File: src/rtl/rur_pkg.sv
// Shared types and constants for the reliable UDP receive reorder block.
// Used by rur_alu and reliable_udp_receive_reorder; no dependencies.
package rur_pkg;

   localparam int SeqW = 32;
   localparam int HandleW = 13;
   localparam int LenW = 16;
   localparam int MacW = 48;
   localparam int PortW = 16;
   localparam int MaxResults = 10;

   localparam logic [15:0] EtherIpv4 = 16'h0800;
   localparam logic [7:0] ProtoUdp = 8'd17;
   localparam logic [15:0] ListenPortReset = 16'd12346;
   localparam logic [15:0] WindowReset = 16'd64;

   localparam logic [15:0] FlagData = 16'h0001;
   localparam logic [15:0] FlagAck = 16'h0002;
   localparam logic [15:0] FlagSyn = 16'h0004;
   localparam logic [15:0] FlagFin = 16'h0008;

   localparam logic [0:0] CsrListenPort = 1'b0;
   localparam logic [0:0] CsrWindow = 1'b1;

   typedef enum logic [1:0] {
      KIND_ACK = 2'd0,
      KIND_DELIVER = 2'd1,
      KIND_RELEASE = 2'd2,
      KIND_REFUSE = 2'd3
   } kind_type;

   typedef struct packed {
      kind_type kind;
      logic [HandleW-1:0] handle;
      logic [SeqW-1:0] ack_number;
      logic [3:0] ack_flags;
      logic [15:0] ack_window;
      logic [31:0] peer_ip;
      logic [PortW-1:0] peer_port;
      logic [MacW-1:0] peer_mac;
   } result_type;

   typedef struct packed {
      logic [15:0] eth_type;
      logic [7:0] ip_protocol;
      logic [31:0] source_ip;
      logic [PortW-1:0] source_port;
      logic [PortW-1:0] dest_port;
      logic [MacW-1:0] source_mac;
      logic [SeqW-1:0] seq_number;
      logic [15:0] header_flags;
      logic [LenW-1:0] payload_length;
      logic [HandleW-1:0] buffer_handle;
   } request_type;

   typedef struct packed {
      logic [31:0] ip;
      logic [PortW-1:0] port;
      logic [MacW-1:0] mac;
      logic [SeqW-1:0] expected;
      logic [SeqW-1:0] last_acked;
   } conn_type;

   typedef struct packed {
      logic [SeqW-1:0] seq;
      logic [LenW-1:0] length;
      logic [HandleW-1:0] handle;
   } slot_type;

   typedef struct packed {
      logic [SeqW-1:0] sum;
      logic eq;
      logic lt;
   } alu_result_type;

   typedef enum logic [23:0] {
      ST_IDLE  = 24'h000001,
      ST_CHK   = 24'h000002,
      ST_CRD   = 24'h000004,
      ST_CEV   = 24'h000008,
      ST_CNEW  = 24'h000010,
      ST_CLOAD = 24'h000020,
      ST_DISP  = 24'h000040,
      ST_DADD  = 24'h000080,
      ST_SRD   = 24'h000100,
      ST_SCMP1 = 24'h000200,
      ST_SCMP2 = 24'h000400,
      ST_SDONE = 24'h000800,
      ST_PRD   = 24'h001000,
      ST_PROC  = 24'h002000,
      ST_PADD  = 24'h004000,
      ST_HRD   = 24'h008000,
      ST_HEV   = 24'h010000,
      ST_HDONE = 24'h020000,
      ST_HSR   = 24'h040000,
      ST_HSAME = 24'h080000,
      ST_ACK   = 24'h100000,
      ST_EREL  = 24'h200000,
      ST_WB    = 24'h400000,
      ST_FLUSH = 24'h800000
   } state_type;

endpackage

File: src/rtl/rur_alu.sv
// Shared 32-bit add and compare unit used by the sequencer for every
// sequence step. Depends on rur_pkg.
module rur_alu
   import rur_pkg::*;
(
   input  logic [SeqW-1:0] op_a,
   input  logic [SeqW-1:0] op_b,
   output alu_result_type  res
);
   always_comb begin
      res.sum = op_a + op_b;
      res.eq = (op_a == op_b);
      res.lt = (op_a < op_b);
   end
endmodule

File: config.mk
export PLATFORM = sky130hd
export DESIGN_NAME = rur_alu
export DESIGN_NICKNAME = d
export VERILOG_FILES = /design/src/rtl/rur_pkg.sv /design/src/rtl/rur_alu.sv
export SDC_FILE = /design/constraint.sdc
export NUM_CORES = 1
export LEC_CHECK = 0
export BUFFER_PORTS_ARGS = -buffer_cell sky130_fd_sc_hd__buf_2
export CORE_UTILIZATION = 45
export DETAILED_ROUTE_END_ITERATION = 10
export PLACE_DENSITY = 0.78
export SETUP_SLACK_MARGIN = 0.05
export SLEW_MARGIN = 30
export SYNTH_ARGS = -nofsm -noshare
export SYNTH_HDL_FRONTEND = slang
export SYNTH_SLANG_ARGS = --single-unit
export TNS_END_PERCENT = 20
File: constraint.sdc
create_clock -name vclk -period 3
set_clock_uncertainty 0.05 [all_clocks]
set_input_delay 0.15 -clock vclk [all_inputs]
set_output_delay 0.15 -clock vclk [all_outputs]
set_load 0.01 [all_outputs]
==> impl_metrics.prom <==
# TYPE chip_impl_metric gauge
chip_impl_metric{name="regArea",unit="um2"} 0
chip_impl_metric{name="io_buffer_count",unit=""} 98
chip_impl_metric{name="grt_pass1_vias",unit=""} 2743
chip_impl_metric{name="place.gp.congestion",unit=""} 0.887
chip_impl_metric{name="tmin_final",unit="ns"} 2.75
chip_impl_metric{name="grt_max_degree",unit=""} 12
chip_impl_metric{name="period_share",unit="%"} 91.6
chip_impl_metric{name="worst_path_largest_cell_delay",unit="ns"} 0.49
chip_impl_metric{name="area_growth_syn_to_layout",unit="%"} 20.5
chip_impl_metric{name="timing.critical_path.buf_inv",unit=""} 2
chip_impl_metric{name="timing_worst_slew_pin_value",unit="ns"} 0.465
chip_impl_info{name="critPathLaunch",value="op_a[2]"} 1
chip_impl_metric{name="postRouteAntennaNets",unit=""} 0
chip_impl_metric{name="dieHeight",unit="um"} 78.8
chip_impl_metric{name="start_util",unit="%"} 47.3
chip_impl_metric{name="drt_first_pass_iters",unit=""} 5
chip_impl_metric{name="syn-cell-area",unit="um2"} 2660
chip_impl_metric{name="drt_drc_violations_left",unit=""} 0
chip_impl_info{name="cpMostUsedCell",value="sky130_fd_sc_hd__buf_2"} 1
chip_impl_metric{name="n_fill_cell",unit=""} 554
chip_impl_metric{name="syn_avg_cell_area",unit="um2"} 6.95
chip_impl_metric{name="initial_antenna_violation_count",unit=""} 0
chip_impl_metric{name="row_cnt",unit=""} 27
chip_impl_info{name="critical-path-top-delay-family",value="compound AO/OA/AOI/OAI gates"} 1
chip_impl_metric{name="yosys.cell_types.count",unit=""} 58
chip_impl_metric{name="cts.hold.buffers_added",unit=""} 0
chip_impl_metric{name="drt_iter0_markers",unit=""} 180
chip_impl_metric{name="setup_viol",unit=""} 0
chip_impl_metric{name="groute.usage.overall",unit="%"} 22.0
chip_impl_metric{name="critical_path_required",unit="ns"} 2.80
chip_impl_metric{name="post_route_cells_drive_above_1_share",unit="%"} 25.3
chip_impl_info{name="hold_start",value="op_b[0]"} 1
chip_impl_metric{name="route.detailed.wl_per_inst",unit="um"} 12.7
chip_impl_metric{name="floorplan.die_area",unit="um2"} 6210
chip_impl_metric{name="post_synthesis_net_count",unit=""} 510
chip_impl_metric{name="vias_per_cell",unit=""} 5.41
chip_impl_metric{name="synth.yosys.warnings",unit=""} 0
chip_impl_metric{name="total_negative_slack",unit="ns"} 0
chip_impl_info{name="worst_setup_path_end_kind",value="primary output"} 1
chip_impl_metric{name="dp.final_hpwl",unit="um"} 6060
chip_impl_metric{name="cap_viol_max_count",unit=""} 0
chip_impl_info{name="most_instantiated_cells_after_synthesis",value="sky130_fd_sc_hd__ha_1 (63), sky130_fd_sc_hd__inv_1 (59), sky130_fd_sc_hd__a21oi_1 (44), sky130_fd_sc_hd__nor2_1 (43), sky130_fd_sc_hd__xnor2_1 (23)"} 1
chip_impl_metric{name="routed_wl",unit="um"} 6960
chip_impl_metric{name="post_cts.repair.setup_buffers",unit=""} 0
chip_impl_metric{name="critPathMaxFanout",unit=""} 6
chip_impl_info{name="worst_path_max_delay_cell",value="sky130_fd_sc_hd__a2111o_1"} 1
chip_impl_metric{name="nFlopsAndLatches",unit=""} 0
chip_impl_metric{name="post-synth-top-area-fraction",unit="%"} 29.7
chip_impl_info{name="post_synth_main_area_contributors",value="sky130_fd_sc_hd__ha_1 (30%), sky130_fd_sc_hd__inv_1 (8.3%), sky130_fd_sc_hd__a21oi_1 (8.3%)"} 1
chip_impl_metric{name="ys_seq_area_share",unit="%"} 0
chip_impl_info{name="setup.worst_path.class",value="input port to primary output"} 1
chip_impl_metric{name="max_clock_freq",unit="MHz"} 364
chip_impl_info{name="synthDominantAreaCellType",value="sky130_fd_sc_hd__ha_1"} 1
chip_impl_metric{name="report.final.slew_viol_count",unit=""} 0
chip_impl_metric{name="ctsResizeCount",unit=""} 0
chip_impl_info{name="cp-start-kind",value="input port"} 1
chip_impl_metric{name="n_antenna_cell",unit=""} 0
chip_impl_metric{name="timing.critical_path.arrival",unit="ns"} 2.55
chip_impl_metric{name="post-route-util",unit="%"} 57.0
chip_impl_metric{name="floorplan.io_pins",unit=""} 98
chip_impl_metric{name="power_density",unit="nW/um2"} 217
chip_impl_metric{name="netlist_instances",unit=""} 382
chip_impl_metric{name="worst_ir_drop_vdd",unit="mV"} 0.106
chip_impl_metric{name="die_w",unit="um"} 78.8
chip_impl_metric{name="placeableCoreArea",unit="um2"} 5610
chip_impl_info{name="synthMostInstantiatedCell",value="sky130_fd_sc_hd__ha_1"} 1
chip_impl_metric{name="power.leakage",unit="nW"} 1.70
chip_impl_info{name="crit_path_cell_trace",value="buf_2, ha_1, nand2b_1, a21oi_1, o21ai_1, a2111o_1, a211oi_1, o211ai_1, nand3_1, o221ai_1, buf_2"} 1
chip_impl_metric{name="nClkBuffers",unit=""} 0
chip_impl_metric{name="fin_total_pwr",unit="uW"} 695
chip_impl_metric{name="grt_pass1_wl",unit="um"} 11700
chip_impl_metric{name="globalRouteOverflowTotal",unit=""} 0
chip_impl_info{name="min-delay-path-class",value="input port to primary output"} 1
chip_impl_metric{name="via_count",unit=""} 2952
chip_impl_metric{name="finalHoldViolCount",unit=""} 0
chip_impl_metric{name="fin_nets",unit=""} 604
chip_impl_info{name="unrepaired_setup_endpoints_after_global_routing",value="no"} 1
chip_impl_metric{name="relSlewSlack",unit="%"} 68.6
chip_impl_info{name="run_status",value="finished, final reports clean"} 1
## worst paths after layout
path	end	slack (ns)	depth (start not counted)
min	res[2]	0.65	4
max	res[30]	0.25	11
## stage by stage
step | setup WS (ns) | area (um2) | instances | hold WS, ns
detailed placement | 0.287 | 3200 | 546 | 0.651
floorplan | 0.651 | 2660 | 382 | 0.422
finish | 0.252 | 3200 | 546 | 0.650
global placement | 0.315 | 3200 | 546 | 0.640
global route | 0.0950 | 3200 | 546 | 0.667
CTS | 0.275 | 3200 | 546 | 0.657
## logic make-up after synthesis
group,synth area share (%)
compound gates,29.1
xor+xnor,9.24
fa+ha+maj,30.4
buf+inv,11.6
simple gates,19.7
## report_power, final
group          switching (mW)  total (mW)  internal (mW)
clock                       0           0              0
combinational           0.399       0.695          0.296
sequential                  0           0              0
total                   0.399       0.695          0.296
## metal layers
layer	part of all wire, %	GRT usage [%]	routed length [um]	vias to the layer above
li1	-	-	-	1519
met1	45	29.7	3160	1305
met2	47	39.3	3260	118
met3	6.2	1.03	430	10
met4	1.6	3.27	108	0
met5	0	0	0	-
## tightest hold or removal path, delay by kind of cell
family / cells / cell delay, ns
adder cells (fa/ha/maj): 1 / 0.14
buffers and inverters: 3 / 0.26
## cell usage in the layout (no fill, tap or decap), types with 3 or more instances in the layout
cell type	instances
sky130_fd_sc_hd__buf_2	98
sky130_fd_sc_hd__ha_1	63
sky130_fd_sc_hd__inv_1	59
sky130_fd_sc_hd__a21oi_1	44
sky130_fd_sc_hd__nor2_1	43
sky130_fd_sc_hd__xnor2_1	23
sky130_fd_sc_hd__o21bai_1	15
sky130_fd_sc_hd__o21ai_0	11
sky130_fd_sc_hd__nand2_1	10
sky130_fd_sc_hd__nor3_1	8
sky130_fd_sc_hd__nand4_1	8
sky130_fd_sc_hd__nor2b_1	7
sky130_fd_sc_hd__nand3_1	6
sky130_fd_sc_hd__a21o_1	6
sky130_fd_sc_hd__nor4_1	5
sky130_fd_sc_hd__a31oi_1	5
sky130_fd_sc_hd__xor2_1	5
sky130_fd_sc_hd__buf_4	5
sky130_fd_sc_hd__nand2b_1	4
sky130_fd_sc_hd__o21ai_1	4
sky130_fd_sc_hd__inv_2	3
sky130_fd_sc_hd__o31ai_2	3
## area by class of cell
| cell class | instances | area [um2] | area share, % |
|---|---|---|---|
| Tap cell | 72 | 90.1 | 2.82 |
| Inverter | 62 | 233 | 7.28 |
| Timing Repair Buffer | 103 | 528 | 16.5 |
| Multi-Input combinational cell | 309 | 2350 | 73.4 |
No activity file was read; power rests on OpenSTA's default activity.
